**config.mk**
```make
export PLATFORM = sky130hd
export DESIGN_NAME = kwve_ram
export DESIGN_NICKNAME = d
export VERILOG_FILES = /design/src/design/kwve_ram.sv
export SDC_FILE = /design/constraint.sdc
export NUM_CORES = 1
export LEC_CHECK = 0
export ABC_AREA = 1
export BUFFER_PORTS_ARGS = -buffer_cell sky130_fd_sc_hd__buf_4
export CORE_MARGIN = 3
export CORE_UTILIZATION = 45
export DETAILED_ROUTE_END_ITERATION = 8
export PLACE_DENSITY = 0.65
export SYNTH_ARGS = -nofsm -noshare
export SYNTH_HDL_FRONTEND = slang
export SYNTH_SLANG_ARGS = --single-unit
```
**constraint.sdc**
```tcl
create_clock -name i_clk -period 2.8 [get_ports i_clk]
set_clock_uncertainty 0.1 [all_clocks]
set_input_delay 0.14 -clock i_clk [delete_from_list [all_inputs] [get_ports i_clk]]
set_output_delay 0.14 -clock i_clk [all_outputs]
set_load 0.02 [all_outputs]
```
**src/design/kwve_ram.sv**
```systemverilog
module kwve_ram #(
    parameter int WIDTH = 8,
    parameter int DEPTH = 16
) (
    input  logic                     i_clk,
    input  logic                     i_we,
    input  logic [$clog2(DEPTH)-1:0] i_waddr,
    input  logic [WIDTH-1:0]         i_wdata,
    input  logic [$clog2(DEPTH)-1:0] i_raddr,
    output logic [WIDTH-1:0]         o_rdata
);
    logic [WIDTH-1:0] r_mem [DEPTH];

    // One write port and one registered read port.
    always_ff @(posedge i_clk) begin
        if (i_we) begin
            r_mem[i_waddr] <= i_wdata;
        end
        o_rdata <= r_mem[i_raddr];
    end
endmodule

```
==> results of run 1 <==
cell usage after synthesis:
cell and number:
nor2_1 17, nand2_1 173, nand3_1 97, inv_2 2, edfxtp_1 128, buf_1 1, inv_1 100, nand3b_1 2
buf_2 13, buf_6 6, buf_4 4, dfxtp_1 8
cell type report:
type | count | area [um2]
fillers | 1079 | 5650
flip-flops and latches | 136 | 4000
multi-input cells | 289 | 1210
clock buffers | 19 | 433
inverters | 102 | 383
repair buffers | 35 | 280
well taps | 168 | 210
clock inverters | 12 | 86.3
worst max-delay path, stage by stage:
cell,delay (ps)
buf_4,120
inv_2,380
buf_4,330
nand2_1,70
nand3_1,70
nand3_1,160
nand3_1,180
nand2_1,70
registers in the layout, summed over array words and instances (netlist names):
register and count:
r_mem 128, o_rdata 8
placed cells by master (no fill, tap or decap):
master,count
clkinv_1,4
nor2_1,17
clkbuf_16,17
nand3_1,97
clkinv_4,1
bufinv_16,1
nand2_1,173
clkinvlp_4,1
clkbuf_1,2
buf_4,28
inv_2,2
edfxtp_1,128
clkinv_2,5
dlygate4sd3_1,7
inv_1,100
nand3b_1,2
dfxtp_1,8
what timing repair did:
item,in CTS,in global routing
endpoints found under the hold margin,81,0
endpoints found under the setup margin,0,0
hold buffers,7,0
through the flow:
stage                     worst slack, ps  utilization  hold slack, ps
after floorplan                      1610            -             139
after global placement               1090        0.491             374
after detailed placement             1080        0.491             373
after CTS                            1510        0.539           0.674
after global routing                 1400        0.539            1.22
final                                1490        0.539            7.75
power breakdown:
group | switching (mW) | internal [mW] | leakage [nW] | total (mW)
sequential | 0.0126 | 2.28 | 1.22 | 2.29
clock | 0.793 | 1.19 | 0.256 | 1.99
combinational | 0.207 | 0.0935 | 1.36 | 0.301
total | 1.01 | 3.56 | 2.84 | 4.58
cell families after synthesis:
logic type | after synthesis
and+or+nand+nor | 289
buffers and inverters | 126
DFF | 136
metal layers:
| layer | wire (um) | track usage | up-vias |
|---|---|---|---|
| met3 | 716 | 0.0475 | 14 |
| met1 | 5570 | 0.252 | 1808 |
| met4 | 195 | 0.0637 | 0 |
| li1 | - | - | 1831 |
| met2 | 6180 | 0.309 | 113 |
| met5 | 0 | 0 | - |
worst paths after layout:
kind                           from                    end  slack, ps  depth (start not counted)
max                      i_raddr[0]     o_rdata[1]$_DFF_P_       1490                          8
min                      i_wdata[1]  r_mem[9][1]$_DFFE_PP_          8                          1
max reg2reg   r_mem[9][1]$_DFFE_PP_     o_rdata[1]$_DFF_P_       1620                          6
min reg2reg  r_mem[13][2]$_DFFE_PP_     o_rdata[2]$_DFF_P_        560                          6
==> summary.md, run 1 <==
| Metric | Value |
|---|---|
| Top cells by area, synth | `edfxtp_1, nand2_1, nand3_1, inv_1, dfxtp_1` |
| Pin count of the biggest net entering global routing | `65` |
| Layout cell share with drive strength beyond 1 | `0.0927` |
| Overall Global Routing Usage | `0.190` |
| DRC errors left | `0` |
| Mux contribution to synthesized area | `0` |
| Routed wire per std cell | `16.6 um` |
| Post-Synth Simple-Gate Area | `0.210` |
| Crit path DAT | `1520 ps` |
| Resized cells post-CTS | `0` |
| Avg Cell Area, Syn | `10.5 um2` |
| Cell count after placement | `723` |
| Max Cap Viol | `0` |
| Netlist Area Pre-Place | `5770 um2` |
| Yosys top cell area share | `0.667` |
| Largest family of logic cells by synthesized area | `simple AND/OR/NAND/NOR gates` |
| DR vias/cell | `4.95` |
| CTS buffer count | `17` |
| Gpl congestion | `a little over 0.8` |
| Slew headroom | `0.436` |
| IO Pins | `26` |
| Critical path type | `input pin to flip-flop` |
| Antenna diodes | `0` |
| Period minus WS final | `between 1000 and 1500 ps` |
| Antenna-violating nets left | `0` |
| Worst-Skew Late Latency | `420 ps` |
| Worst-path maximum fanout | `30` |
| Max Fclk | `0.763 GHz` |
| Cell count after synthesis | `551` |
| LEAKAGE | `between 2 and 3 nW` |
| Total Wirelength | `12700 um` |
| Initial antenna violation count | `0` |
| CTS Buffer Depth | `2` |
| Global-route wire length before repair | `20300 um` |
| Power per cell area | `692 nW/um2` |
| Outcome | `finished clean` |
| CTS H-tree lvls | `4` |
| Setup bufs post-CTS | `0` |
| Slew Viols, Final | `0` |
| Die area | `~14000 um2` |
| Row count | `40` |
| Number of global-route vias before repair | `~3700` |
| Core Footprint | `between 10000 and 15000 um2` |
| CTS root buf | `clkbuf_16` |
| Mapped Nets | `569` |
| HPWL after detailed placement | `around 7600 um` |
| Die width | `between 100 and 150 um` |
| Ys Warns | `0` |
| Via Count | `about 3800` |
| Yosys reg bits | `136` |
| Compound-Gate Fraction of Synth Area | `0` |
| Post-layout power | `around 4.6 mW` |
| Hold/Removal Path Class | `input pin to flip-flop` |
| Adder-cell share of the synthesized area | `0` |
| Worst-Margin Slew | `843 ps` |
| # setup viols final | `0` |
| Final instance area | `6610 um2` |
| Max VDD drop | `~0.54 mV` |
| Fin crit share | `0.468` |
| DR pass1 iterations | `5` |
| GRT Residual Overflow | `0` |
| CP Capture Type | `flip-flop` |
| Final hold vios | `0` |
| DP Area | `6020 um2` |
| Fin Setup TNS | `0 ps` |
| Worst EP required | `3000 ps` |
| Fin nets | `599` |
| Register area share after synthesis | `0.694` |
| Final Non-Filler Cells | `761` |
| Port Buffer Count | `25` |
| Unrepaired setup endpoints after global routing | `no` |
| Synth unique cells | `12` |
| Iter 0 DRT Violations | `~300` |
| Synth Area in XOR/XNOR | `0` |
| Synth-to-layout area growth | `14.6%` |
| Total clock sinks | `136` |
| Initial Utilization | `0.470` |
| Area leader, netlist | `edfxtp_1` |
| Crit path launch type | `input pin` |
| Reg clk slew, reported paths | `~60 ps` |
| CTS tree | `done` |
| Die height | `between 100 and 150 um` |
Note: power is estimated with default switching activity, not from simulation.
==> inputs of run 2 (changes only) <==
ABC_AREA = 0   (was 1)
PLACE_DENSITY = 0.68   (was 0.65)
clock period = 1.1 ns   (was 2.8 ns; I/O delays follow)
==> run 2 against run 1 <==
Against the previous run: the run now ends with negative setup slack left; routed wire length down 16%; critical path depth shrank 5; worst setup slack lost 1800 ps; register-to-register slack got worse by 1900 ps; combinational power rose to 2.5 times the previous value; sequential share of layout area shrank 0.25 points; via count down 30%; synthesized cell count shrank 58%; clock power grew to 3.0 times the previous value; largest power group is now the clock network; highest routed layer unchanged.
==> summary.md, run 2 <==
| Metric | Value |
|---|---|
| Reg clk slew, reported paths | `50 ps (about the same)` |
| Crit-path max cell delay | `490 ps (+110 ps)` |
| Slew headroom | `0.355 (-0.0803)` |
| Fin crit share | `1.29` |
| Die height | `113 um (-5.2%)` |
| Total Wirelength | `10600 um (-16%)` |
| Most instantiated cells after synthesis | `edfxtp_1, mux4_2, a22oi_1, mux4_1, nor2_1` |
| Post-Synth Simple-Gate Area | `0.0318 (-0.179)` |
| CP Capture Type | `flip-flop` |
| Most common cell in the synthesized netlist | `edfxtp_1` |
| Mux contribution to synthesized area | `0.150 (+0.150)` |
| Int Pwr | `10.2 mW (+190%)` |
| Row count | `38 (-5.0%)` |
| Netlist Area Pre-Place | `5150 um2 (-11%)` |
| Max Cap Viol | `0 (unchanged)` |
| Switching part of the total | `0.193 (-0.0287)` |
| Overall Global Routing Usage | `0.179 (-0.0116)` |
| Largest family of logic cells by synthesized area | `multiplexers` |
| Commonest non-fill, non-tap cells in the layout | `edfxtp_1, buf_4, mux4_2, clkbuf_16, buf_12` |
| IO Pins | `26 (unchanged)` |
| Port Buffer Count | `25 (unchanged)` |
| Fin nets | `326 (-46%)` |
| CTS root buf | `clkbuf_16` |
| Final hold vios | `0 (unchanged)` |
| Via Count | `2618 (-30%)` |
| Antenna diodes | `0 (unchanged)` |
| Core Footprint | `11000 um2 (-10%)` |
| Largest registers | `r_mem (128), o_rdata (8)` |
| Power per cell area | `1900 nW/um2 (+170%)` |
| Worst EP required | `1290 ps (-1710 ps)` |
| Number of global-route vias before repair | `2712 (-27%)` |
| Die area | `12800 um2 (-10%)` |
| Most common cell after layout, fill and taps aside | `edfxtp_1` |
| GRT Residual Overflow | `0 (unchanged)` |
| Pin count of the biggest net entering global routing | `17 (-74%)` |
| CTS buffer count | `17 (unchanged)` |
| Synth unique cells | `19 (+7)` |
| LEAKAGE | `2.25 nW (-21%)` |
| Period minus WS final | `~1400 ps` |
| Cell count after synthesis | `229 (-58%)` |
| Area leader, netlist | `edfxtp_1` |
| Area taken by multi-input logic gates | `1110 um2 (-8.9%)` |
| Iter 0 DRT Violations | `234 (-20%)` |
| Failing checks | `negative setup slack` |
| Cell-by-cell trace of the critical path | `mux4_2, a22oi_2, nand2_1` |
| Largest Register | `r_mem` |
| Adder-cell share of the synthesized area | `0 (unchanged)` |
| Synth-to-layout area growth | `28.9%` |
| Crit path launch type | `flip-flop` |
| Total clock sinks | `136 (unchanged)` |
| Unrepaired setup endpoints after global routing | `yes` |
| Mapped Nets | `247 (-57%)` |
| Register area share after synthesis | `0.778 (+0.0835)` |
| Hold/Removal Path Class | `input pin to flip-flop` |
| Reg power frac | `0.463 (-0.037)` |
| Outcome | `finished with violations` |
| Compound-Gate Fraction of Synth Area | `0.0233 (+0.0233)` |
| Avg Cell Area, Syn | `22.5 um2 (+110%)` |
| Max VDD drop | `1.20 mV (+120%)` |
| Antenna-violating nets left | `0 (unchanged)` |
| Crit path DAT | `1610 ps (+90 ps)` |
| Yosys reg bits | `136 (unchanged)` |
| Post-route setup slack | `-317 ps (-1810 ps)` |
| # setup viols final | `8 (+8)` |
| Die width | `113 um (-5.2%)` |
| Switching pwr | `2.42 mW (+140%)` |
| Layout cell share with drive strength beyond 1 | `0.438 (+0.345)` |
| Ys async rst share | `0 (unchanged)` |
| Initial Utilization | `0.467 (-0.00365)` |
| Ys Warns | `0 (unchanged)` |
| Worst-Margin Slew | `963 ps (+120 ps)` |
| Top FF cell, synth | `edfxtp_1` |
| Clock Power Share | `0.476 (+0.042)` |
| DR pass1 iterations | `5 (unchanged)` |
| Synth Area in XOR/XNOR | `0 (unchanged)` |
| Worst-path maximum fanout | `1 (-97%)` |
| Top cells by area, synth | `edfxtp_1, mux4_2, mux4_1, dfxtp_1, a22oi_1` |
| Worst-Skew Late Latency | `410 ps (about the same)` |
| Number of synthesized flops with an enable pin | `128 (unchanged)` |
| Slew Viols, Final | `0 (unchanged)` |
| CTS Buffer Depth | `2 (unchanged)` |
| Routed wire per std cell | `23.1 um (+39%)` |
| DP Area | `5900 um2 (-2.1%)` |
| Logic pwr share | `0.060 (-0.006)` |
| Final instance area | `6640 um2 (+0.42%)` |
| Reg area | `4000 um2 (unchanged)` |
| DR vias/cell | `5.69 (+15%)` |
| Gpl congestion | `0.730 (-10%)` |
| CTS H-tree lvls | `4 (unchanged)` |
| WHS | `108 ps (+100 ps)` |
| Initial antenna violation count | `0 (unchanged)` |
| Critical path's slowest cell | `mux4_2` |
| Global-route wire length before repair | `16300 um (-20%)` |
| Max Fclk | `0.706 GHz` |
| Max FFs per register | `128 (unchanged)` |
| Yosys top cell area share | `0.747 (+0.0802)` |
| CTS tree | `done` |
| DRC errors left | `0 (unchanged)` |
| Critical path type | `flip-flop to flip-flop` |
| Layout fillers | `789 (-27%)` |
| HPWL after detailed placement | `6780 um (-11%)` |
==> run 2: power by group through the flow <==
stage / Sequential, mW / Clock, mW / Combinational [mW]
after floorplan: 5.97 / 0 / 0.331
after global placement: 5.93 / 0 / 0.701
after detailed placement: 5.94 / 0 / 0.719
after CTS: 5.83 / 6.09 / 0.758
after global routing: 5.84 / 6.34 / 0.812
final: 5.83 / 5.99 / 0.757
==> run 2: routing by layer <==
layer	routed length, um	GRT usage	up-vias	share of wire
met5	0	0	-	0
met4	114	0.0569	0	0.011
met3	754	0.0594	12	0.071
met2	5370	0.276	118	0.51
met1	4380	0.244	1364	0.41
li1	-	-	1124	-
==> run 2: area by class of cell <==
class | instances | share of cell area
Tap cell | 140 | 0.0264
Clock buffer | 18 | 0.0647
Multi-Input combinational cell | 83 | 0.167
Sequential cell | 136 | 0.603
Clock inverter | 13 | 0.0305
Timing Repair Buffer | 70 | 0.109
==> run 2: cells by family after synthesis <==
| family | Yosys count |
|---|---|
| simple gates | 35 |
| flops | 136 |
| compound gates | 16 |
| buf+inv | 10 |
| mux | 32 |
==> run 2: worst paths after layout <==
path / from / end / slack, ps / depth (start not counted)
max: r_mem[0][2]$_DFFE_PP_ / o_rdata[2]$_DFF_P_ / -320 / 3
min: i_raddr[1] / o_rdata[0]$_DFF_P_ / 110 / 4
max reg2reg: r_mem[0][2]$_DFFE_PP_ / o_rdata[2]$_DFF_P_ / -320 / 3
min reg2reg: r_mem[13][7]$_DFFE_PP_ / o_rdata[7]$_DFF_P_ / 570 / 3
==> run 2: what timing repair did <==
| item | CTS | global route |
|---|---|---|
| endpoints found under the hold margin | 128 | 0 |
| pin swaps | 0 | 1 |
| setup endpoints to repair | 8 | 8 |
| hold buffers | 8 | 0 |
| buffers inserted | 0 | 0 |
| resized for setup | 4 | 2 |
==> run 2: worst max-delay path: cells and delay by family (launching register included) <==
family | cells | cell delay (ps)
compound gates | 1 | 230
flops | 1 | 400
mux | 1 | 490
simple gates | 1 | 70
==> run 2: per-stage QoR <==
| stage | power (mW) | std cells | utilization | setup WS [ps] | TNS (ps) |
|---|---|---|---|---|---|
| after detailed placement | 6.66 | 421 | 0.534 | -450 | -28110 |
| after global routing | 13.0 | 460 | 0.602 | -354 | -2520 |
| after CTS | 12.7 | 460 | 0.601 | -308 | -2200 |
| final | 12.6 | 460 | 0.602 | -317 | -2180 |
| after floorplan | 6.30 | 229 | - | -158 | -4590 |
| after global placement | 6.64 | 421 | 0.534 | -458 | -26250 |
