`config.mk`:
```
export PLATFORM = sky130hd
export DESIGN_NAME = kwve_front_flat
export DESIGN_NICKNAME = d
export VERILOG_FILES = /design/src/design/kwve_pkg.sv /design/src/design/kwve_if.sv /design/src/design/kwve_front.sv /design/src/flat_wrapper.sv
export SDC_FILE = /design/constraint.sdc
export NUM_CORES = 1
export LEC_CHECK = 0
export BUFFER_PORTS_ARGS = -buffer_cell sky130_fd_sc_hd__buf_4
export CAP_MARGIN = 20
export CORE_MARGIN = 3
export CORE_UTILIZATION = 55
export DETAILED_ROUTE_END_ITERATION = 8
export PLACE_DENSITY = 0.77
export SETUP_SLACK_MARGIN = 0.15
export SLEW_MARGIN = 30
export SYNTH_ARGS = -nofsm -noshare
export SYNTH_HDL_FRONTEND = slang
export SYNTH_SLANG_ARGS = --single-unit
```
`constraint.sdc`:
```
create_clock -name i_clk -period 29.5 [get_ports i_clk]
set_clock_uncertainty 0.15 [all_clocks]
set_input_delay 5.9 -clock i_clk [delete_from_list [all_inputs] [get_ports i_clk]]
set_output_delay 5.9 -clock i_clk [all_outputs]
set_load 0.005 [all_outputs]
```
`src/design/kwve_pkg.sv`:
```
package kwve_pkg;

    // Table sizes.
    localparam int MAX_ROWS    = 1024;
    localparam int MAX_ATTRS   = 8;
    localparam int MAX_K       = 16;
    // Query jobs waiting between the front and the back; a power of two.
    localparam int QUEUE_DEPTH = 2;

    // Derived widths.
    localparam int ROW_W   = $clog2(MAX_ROWS);
    localparam int CNT_W   = $clog2(MAX_ROWS + 1);
    localparam int ATTR_W  = $clog2(MAX_ATTRS);
    localparam int POS_W   = $clog2(MAX_ATTRS + 1);
    localparam int K_W     = $clog2(MAX_K + 1);
    localparam int SLOT_W  = $clog2(MAX_K);
    localparam int FADDR_W = ROW_W + ATTR_W;

    // Field widths.
    localparam int FEAT_W  = 24;
    localparam int VAL_W   = 32;
    localparam int DIST_W  = 32;
    localparam int ABS_W   = FEAT_W;
    localparam int SUM_W   = 2 * ABS_W + ATTR_W + 1;
    localparam int ROOT_W  = SUM_W / 2;
    localparam int DIV_W   = 64;
    localparam int DVS_W   = DIST_W + 1;

    // Configuration port.
    localparam int CFG_IDX_W  = 2;
    localparam int CFG_DATA_W = 5;
    localparam logic [CFG_IDX_W-1:0] CFG_K     = 2'd0;
    localparam logic [CFG_IDX_W-1:0] CFG_MODE  = 2'd1;
    localparam logic [CFG_IDX_W-1:0] CFG_ATTRS = 2'd2;

    localparam logic [K_W-1:0]   K_RESET     = K_W'(3);
    localparam logic [POS_W-1:0] ATTRS_RESET = POS_W'(1);

    localparam logic signed [VAL_W-1:0] EST_MAX = {1'b0, {(VAL_W-1){1'b1}}};
    localparam logic signed [VAL_W-1:0] EST_MIN = {1'b1, {(VAL_W-1){1'b0}}};

    typedef enum logic [1:0] {
        REQ_TRAIN = 2'd0,
        REQ_QUERY = 2'd1,
        REQ_CLEAR = 2'd2,
        REQ_NONE  = 2'd3
    } t_req;

    typedef enum logic [1:0] {
        ST_OK    = 2'd0,
        ST_EMPTY = 2'd1,
        ST_ZERO  = 2'd2
    } t_status;

    // One query waiting for the scan: its attributes and the settings in force.
    typedef struct packed {
        logic [MAX_ATTRS-1:0][FEAT_W-1:0] query;
        logic [CNT_W-1:0]                 rows;
        logic [K_W-1:0]                   k;
        logic [POS_W-1:0]                 attrs;
        logic                             mode;
    } t_job;

endpackage

```
`src/design/kwve_if.sv`:
```
interface kwve_in_if;
    import kwve_pkg::*;

    logic                     valid;
    logic                     ready;
    logic [1:0]               req_type;
    logic signed [FEAT_W-1:0] attr_value;
    logic signed [VAL_W-1:0]  known_value;
    logic                     row_last;

    modport source(output valid, req_type, attr_value, known_value, row_last, input ready);
    modport sink(input valid, req_type, attr_value, known_value, row_last, output ready);
endinterface


```
`src/design/kwve_front.sv`:
```
module kwve_front (
    input  logic                             i_clk,
    input  logic                             i_rst_n,
    kwve_in_if.sink                          i_req_ch,
    input  logic                             i_cfg_we,
    input  logic [kwve_pkg::CFG_IDX_W-1:0]   i_cfg_idx,
    input  logic [kwve_pkg::CFG_DATA_W-1:0]  i_cfg_data,
    output logic                             o_feat_we,
    output logic [kwve_pkg::FADDR_W-1:0]     o_feat_waddr,
    output logic [kwve_pkg::FEAT_W-1:0]      o_feat_wdata,
    output logic                             o_val_we,
    output logic [kwve_pkg::ROW_W-1:0]       o_val_waddr,
    output logic [kwve_pkg::VAL_W-1:0]       o_val_wdata,
    output logic                             o_job_valid,
    output kwve_pkg::t_job                   o_job,
    input  logic                             i_job_pop,
    input  logic                             i_back_idle
);
    import kwve_pkg::*;

    localparam int QP_W = (QUEUE_DEPTH > 1) ? $clog2(QUEUE_DEPTH) : 1;
    localparam int QC_W = $clog2(QUEUE_DEPTH + 1);

    logic [K_W-1:0]          r_k;
    logic                    r_mode;
    logic [POS_W-1:0]        r_attrs;
    logic [CNT_W-1:0]        r_row_cnt;
    logic [POS_W-1:0]        r_pos;
    logic                    r_filling;
    logic [POS_W-1:0]        r_fill_pos;
    logic [FEAT_W-1:0]       r_query [MAX_ATTRS];
    t_job                    r_q [QUEUE_DEPTH];
    logic [QP_W-1:0]         r_wp;
    logic [QP_W-1:0]         r_rp;
    logic [QC_W-1:0]         r_qcnt;

    t_req                    req;
    logic                    room;
    logic                    has_slot;
    logic                    q_full;
    logic                    q_empty;
    logic                    accept;
    logic                    push;
    logic [POS_W-1:0]        pos_next;
    logic [FEAT_W-1:0]       n_query [MAX_ATTRS];
    t_job                    new_job;

    assign req      = t_req'(i_req_ch.req_type);
    assign room     = r_row_cnt < CNT_W'(MAX_ROWS);
    assign has_slot = r_pos < POS_W'(MAX_ATTRS);
    assign pos_next = has_slot ? r_pos + POS_W'(1) : r_pos;
    assign q_full   = r_qcnt == QC_W'(QUEUE_DEPTH);
    assign q_empty  = r_qcnt == '0;

    // Hold off during a zero fill, a clear while a scan may still read the
    // table, and a query row end when no queue entry is free.
    assign i_req_ch.ready = !r_filling
        && !(req == REQ_CLEAR && (!i_back_idle || !q_empty))
        && !(req == REQ_QUERY && i_req_ch.row_last && q_full);
    assign accept = i_req_ch.valid && i_req_ch.ready;
    assign push   = accept && req == REQ_QUERY && i_req_ch.row_last;

    // Feature table writes: attribute items, then zeros up to the row width.
    always_comb begin
        if (r_filling) begin
            o_feat_we    = 1'b1;
            o_feat_waddr = {r_row_cnt[ROW_W-1:0], r_fill_pos[ATTR_W-1:0]};
            o_feat_wdata = '0;
        end else begin
            o_feat_we    = accept && req == REQ_TRAIN && has_slot && room;
            o_feat_waddr = {r_row_cnt[ROW_W-1:0], r_pos[ATTR_W-1:0]};
            o_feat_wdata = i_req_ch.attr_value;
        end
    end

    assign o_val_we    = accept && req == REQ_TRAIN && i_req_ch.row_last && room;
    assign o_val_waddr = r_row_cnt[ROW_W-1:0];
    assign o_val_wdata = i_req_ch.known_value;

    // Query buffer after this item, and the job built at a query row end.
    always_comb begin
        for (int i = 0; i < MAX_ATTRS; i++) begin
            if (has_slot && r_pos == POS_W'(i)) begin
                n_query[i] = i_req_ch.attr_value;
            end else begin
                n_query[i] = r_query[i];
            end
            new_job.query[i] = (POS_W'(i) < pos_next) ? n_query[i] : '0;
        end
        new_job.rows  = r_row_cnt;
        if (r_k == '0) begin
            new_job.k = K_W'(1);
        end else if (r_k > K_W'(MAX_K)) begin
            new_job.k = K_W'(MAX_K);
        end else begin
            new_job.k = r_k;
        end
        if (r_attrs == '0) begin
            new_job.attrs = POS_W'(1);
        end else if (r_attrs > POS_W'(MAX_ATTRS)) begin
            new_job.attrs = POS_W'(MAX_ATTRS);
        end else begin
            new_job.attrs = r_attrs;
        end
        new_job.mode = r_mode;
    end

    // Configuration registers.
    always_ff @(posedge i_clk) begin
        if (!i_rst_n) begin
            r_k     <= K_RESET;
            r_mode  <= 1'b0;
            r_attrs <= ATTRS_RESET;
        end else if (i_cfg_we) begin
            unique case (i_cfg_idx)
                CFG_K:     r_k     <= i_cfg_data[K_W-1:0];
                CFG_MODE:  r_mode  <= i_cfg_data[0];
                CFG_ATTRS: r_attrs <= i_cfg_data[POS_W-1:0];
                default:   ;
            endcase
        end
    end

    // Row bookkeeping.
    always_ff @(posedge i_clk) begin
        if (!i_rst_n) begin
            r_row_cnt  <= '0;
            r_pos      <= '0;
            r_filling  <= 1'b0;
            r_fill_pos <= '0;
        end else if (r_filling) begin
            r_fill_pos <= r_fill_pos + POS_W'(1);
            if (r_fill_pos == POS_W'(MAX_ATTRS - 1)) begin
                r_filling <= 1'b0;
                r_row_cnt <= r_row_cnt + CNT_W'(1);
            end
        end else if (accept) begin
            unique case (req) inside
                REQ_CLEAR: begin
                    r_row_cnt <= '0;
                    r_pos     <= '0;
                end
                REQ_TRAIN, REQ_QUERY: begin
                    if (i_req_ch.row_last) begin
                        r_pos <= '0;
                        if (req == REQ_TRAIN && room) begin
                            if (pos_next == POS_W'(MAX_ATTRS)) begin
                                r_row_cnt <= r_row_cnt + CNT_W'(1);
                            end else begin
                                r_filling  <= 1'b1;
                                r_fill_pos <= pos_next;
                            end
                        end
                    end else begin
                        r_pos <= pos_next;
                    end
                end
                default: ;
            endcase
        end
    end

    // Query attribute buffer; a query row end leaves the unused slots zeroed.
    always_ff @(posedge i_clk) begin
        if (push) begin
            for (int i = 0; i < MAX_ATTRS; i++) begin
                r_query[i] <= new_job.query[i];
            end
        end else if (accept && req == REQ_QUERY) begin
            r_query <= n_query;
        end
    end

    // Job queue toward the scan engine.
    always_ff @(posedge i_clk) begin
        if (!i_rst_n) begin
            r_wp   <= '0;
            r_rp   <= '0;
            r_qcnt <= '0;
        end else begin
            if (push) begin
                r_wp <= r_wp + QP_W'(1);
            end
            if (i_job_pop) begin
                r_rp <= r_rp + QP_W'(1);
            end
            r_qcnt <= r_qcnt + QC_W'(push) - QC_W'(i_job_pop);
        end
    end

    always_ff @(posedge i_clk) begin
        if (push) begin
            r_q[r_wp] <= new_job;
        end
    end

    assign o_job_valid = !q_empty;
    assign o_job       = r_q[r_rp];
endmodule

```
`src/flat_wrapper.sv`:
```
// flat-port wrapper written by rule: the top's interface ports become plain ports
module kwve_front_flat import kwve_pkg::*;
  (i_clk, i_rst_n, i_cfg_we, i_cfg_idx, i_cfg_data, o_feat_we, o_feat_waddr, o_feat_wdata, o_val_we, o_val_waddr, o_val_wdata, o_job_valid, o_job, i_job_pop, i_back_idle, i_req_ch_valid, i_req_ch_req_type, i_req_ch_attr_value, i_req_ch_known_value, i_req_ch_row_last, i_req_ch_ready);
  kwve_in_if i_req_ch_i ();
  input  logic i_clk;
  input  logic i_rst_n;
  input  logic i_cfg_we;
  input  logic [kwve_pkg::CFG_IDX_W-1:0] i_cfg_idx;
  input  logic [kwve_pkg::CFG_DATA_W-1:0] i_cfg_data;
  output logic o_feat_we;
  output logic [kwve_pkg::FADDR_W-1:0] o_feat_waddr;
  output logic [kwve_pkg::FEAT_W-1:0] o_feat_wdata;
  output logic o_val_we;
  output logic [kwve_pkg::ROW_W-1:0] o_val_waddr;
  output logic [kwve_pkg::VAL_W-1:0] o_val_wdata;
  output logic o_job_valid;
  output kwve_pkg::t_job o_job;
  input  logic i_job_pop;
  input  logic i_back_idle;
  input wire logic [$bits(i_req_ch_i.valid)-1:0] i_req_ch_valid;
  input wire logic [$bits(i_req_ch_i.req_type)-1:0] i_req_ch_req_type;
  input wire logic [$bits(i_req_ch_i.attr_value)-1:0] i_req_ch_attr_value;
  input wire logic [$bits(i_req_ch_i.known_value)-1:0] i_req_ch_known_value;
  input wire logic [$bits(i_req_ch_i.row_last)-1:0] i_req_ch_row_last;
  output wire logic [$bits(i_req_ch_i.ready)-1:0] i_req_ch_ready;
  assign i_req_ch_i.valid = i_req_ch_valid;
  assign i_req_ch_i.req_type = i_req_ch_req_type;
  assign i_req_ch_i.attr_value = i_req_ch_attr_value;
  assign i_req_ch_i.known_value = i_req_ch_known_value;
  assign i_req_ch_i.row_last = i_req_ch_row_last;
  assign i_req_ch_ready = i_req_ch_i.ready;
  kwve_front u_core (.i_clk(i_clk), .i_rst_n(i_rst_n), .i_req_ch(i_req_ch_i), .i_cfg_we(i_cfg_we), .i_cfg_idx(i_cfg_idx), .i_cfg_data(i_cfg_data), .o_feat_we(o_feat_we), .o_feat_waddr(o_feat_waddr), .o_feat_wdata(o_feat_wdata), .o_val_we(o_val_we), .o_val_waddr(o_val_waddr), .o_val_wdata(o_val_wdata), .o_job_valid(o_job_valid), .o_job(o_job), .i_job_pop(i_job_pop), .i_back_idle(i_back_idle));
endmodule
```
==> flow_summary.json <==
{
  "status": "finished, final reports clean",
  "root_buffer": "clkbuf_16",
  "final_nets": 2183,
  "wl_per_cell_um": 23.8,
  "drt-total-wl_um": 67200,
  "io_pins": 368,
  "finalCritPeriodShare_pct": 45.0,
  "grt_setup_unrepaired": "false",
  "async_flop_share_pct": 0,
  "reg2reg_setup_slack_ps": 25110,
  "dp_hpwl_um": 44000,
  "pwr_density_cell_nw_per_um2": 60.6,
  "setup_viol": 0,
  "worstSetupPathType": "in2out",
  "critPathArrivalTime_ps": 7210,
  "viasPerCell": 5.75,
  "whs_path_depth": 0,
  "track_usage_pct": 24.8,
  "cts_hold_buffers": 0,
  "overflow": 0,
  "ant_nets": 0,
  "reg2reg_depth": 5,
  "die_w_um": 230,
  "fin_ws_ps": 16240,
  "ir_worst_vdd_uv": 48.8,
  "cts_max_level": 3,
  "ys_warn_count": 0,
  "grt_pass1_vias": 16092,
  "diodes": 0,
  "setup.worst_path.end_class": "output pin",
  "fmax_ghz": 0.0754,
  "syn_to_final_growth_pct": 16.7,
  "dr_total_vias": 16207,
  "nFillCells": 3449,
  "syn-cell-area_um2": 27700,
  "drive_above_1_share_pct": 31.2,
  "synth_fp_nets": 1954,
  "maxCapViolCount": 0,
  "cp-start-kind": "input pin",
  "cts-buffers-inserted": 66,
  "synth-edff-count": 618,
  "setup_tns_ps": 0,
  "placed_area_um2": 30200,
  "grt_max_degree": 193,
  "synth_cells": 1875,
  "cts_resized": 0,
  "path_clk_slew_ps": 60,
  "fp.dieH_um": 230,
  "grt_pass1_wl_um": 98700,
  "drc": 0,
  "hp-start": "u_core.r_mode",
  "dieArea_um2": 53000,
  "fin_crit_ps": 13260,
  "power.total_mw": 1.96,
  "start_util_pct": 56.0,
  "rr_endpoint": "u_core.r_q[0][126]",
  "coreArea_um2": 49400,
  "grt_antenna_before_repair": 1,
  "avgSynthCellArea_um2": 14.8,
  "dp.cells": 2698,
  "min_to": "u_core.r_q[0][0]",
  "ys_seq_elements": 653,
  "clock-sinks": 653,
  "r2r-start": "u_core.r_qcnt[1]",
  "num_rows": 81,
  "io_buffers": 303,
  "synthFlopType": "edfxtp_1",
  "drt_iter0_markers": 1683,
  "firstDrtPassIters": 6,
  "place_ws_ps": 16310,
  "fin_area_um2": 32300,
  "synth-seq-area-share_pct": 69.6,
  "post_cts_buffers": 0,
  "crit_fanout": 7,
  "cts_tree": "done",
  "maxSlewViolCount": 0,
  "min_path_type": "reg2reg",
  "p_leak_nw": 11.8,
  "yosysUniqueCellTypes": 57,
  "clock_path_buffers": 3,
  "insertion_delay_ps": 610,
  "worstPathRequired_ps": 23450,
  "relSlewSlack_pct": 33.9,
  "globalplace.congestion": 0.830,
  "stdcell_count": 2818,
  "max_slew.worst_pin.slew_ps": 992,
  "final-hold-violation-count": 0
}
[final cells by class]
cell class	instances	area, µm²	area share (%)
clock buffers	80	1750	5.41
clock inverters	38	256	0.795
inverters	7	26.3	0.0814
multi-input cells	1039	7540	23.4
flip-flops and latches	653	19300	59.7
well taps	664	831	2.57
repair buffers	337	2610	8.09
[logic make-up after synthesis]
kind of cell,count (synthesis),share of synthesized area (%)
DFF,653,69.6
and+or+nand+nor,545,8.60
muxes,423,16.3
buffers and inverters,183,3.41
AOI/OAI and AO/OA,58,1.58
adders and majority gates,7,0.317
xor gates and xnor gates,6,0.190
[sequential cells by signal, indices dropped and copies added (netlist names), named ones only]
register           cells
u_core.r_rp            1
u_core.r_k             5
u_core.r_row_cnt      11
u_core.r_fill_pos      4
u_core.r_query       192
u_core.r_pos           4
u_core.r_mode          1
u_core.r_filling       1
u_core.r_wp            1
u_core.r_q           426
u_core.r_qcnt          2
u_core.r_attrs         4
[layout by cell type (no fill, tap or decap), drive strengths merged, types with 4 or more instances in the layout]
cell type | Yosys | layout
nor2 | 406 | 406
nand2 | 36 | 36
nand4 | 5 | 5
a211oi | 5 | 5
clkinv | 0 | 32
xor2 | 4 | 4
or2 | 6 | 6
a21oi | 12 | 12
clkbuf | 84 | 80
mux2 | 214 | 214
a22oi | 4 | 4
inv | 7 | 11
nor3 | 6 | 6
and2 | 10 | 10
buf | 92 | 337
nor2b | 42 | 42
o21ai | 12 | 12
a21boi | 6 | 6
nand3 | 12 | 12
edfxtp | 618 | 618
mux2i | 209 | 209
dfxtp | 35 | 35
nand2b | 5 | 5
ha | 7 | 7
[metrics by stage]
step | hold slack (ps) | util, %
finish | 306 | 65.4
global route | 338 | 65.4
CTS | 305 | 65.3
detailed placement | 291 | 61.3
global placement | 290 | 61.1
floorplan | 275 | -
[critical path, cell delays in order]
cell and delay [ps]:
buf_4 130, or3b_2 470, nor3_1 490, buf_4 220
[synth_stat cells, drive strengths merged, types with 2 or more instances]
cell      n  share of area [%]
or3b      2              0.063
a31oi     2              0.045
a211oi    5               0.17
o21ai    12               0.22
edfxtp  618                 67
o21a      2              0.054
inv       7              0.095
clkbuf   84                1.1
or2       6               0.14
dfxtp    35                2.5
a2111o    3               0.12
a22oi     4               0.11
xor2      4               0.13
a21boi    6               0.16
nand4     5               0.11
nand3b    3              0.081
nor3      6               0.23
buf      92                2.2
xnor2     2              0.063
a211o     2              0.063
nand3    12               0.22
a21oi    12               0.22
nand2b    5               0.11
mux2i   209                7.6
nand4b    2               0.12
nor2    406                5.5
ha        7               0.32
nor2b    42               0.95
and2     10               0.23
or4b      2              0.072
mux2    214                8.7
nand2    36               0.49
and3      3              0.068
[routing by layer]
| metal | share of wire (%) | global-route usage (%) | up-vias |
|---|---|---|---|
| met1 | 38 | 31.9 | 8100 |
| met2 | 50 | 41.1 | 776 |
| met3 | 8.5 | 5.95 | 113 |
| li1 | - | - | 7216 |
| met4 | 3.6 | 9.63 | 2 |
| met5 | 0.016 | 0 | - |
[worst max path at each step]
| stage | start | to | slack, ps | cells past startpoint |
|---|---|---|---|---|
| 6_report | i_req_ch_req_type[0] | o_val_we | 16240 | 4 |
| 5_1_grt | i_req_ch_req_type[0] | o_val_we | 16220 | 4 |
| 4_1_cts | i_req_ch_req_type[0] | o_val_we | 16300 | 4 |
| 3_5_place_dp | i_req_ch_req_type[0] | o_val_we | 16310 | 4 |
| 3_3_place_gp | i_req_ch_req_type[0] | o_val_we | 16360 | 4 |
| 2_1_floorplan | i_req_ch_req_type[0] | u_core.r_wp | 12770 | 6 |
[where the power goes]
part	internal, mW	switching, mW	leakage, nW	total [mW]
clock network	0.440	0.339	0.991	0.779
logic	0.0659	0.0775	4.99	0.143
registers	1.03	0.00632	5.77	1.03
No activity file was read; power rests on OpenSTA's default activity.
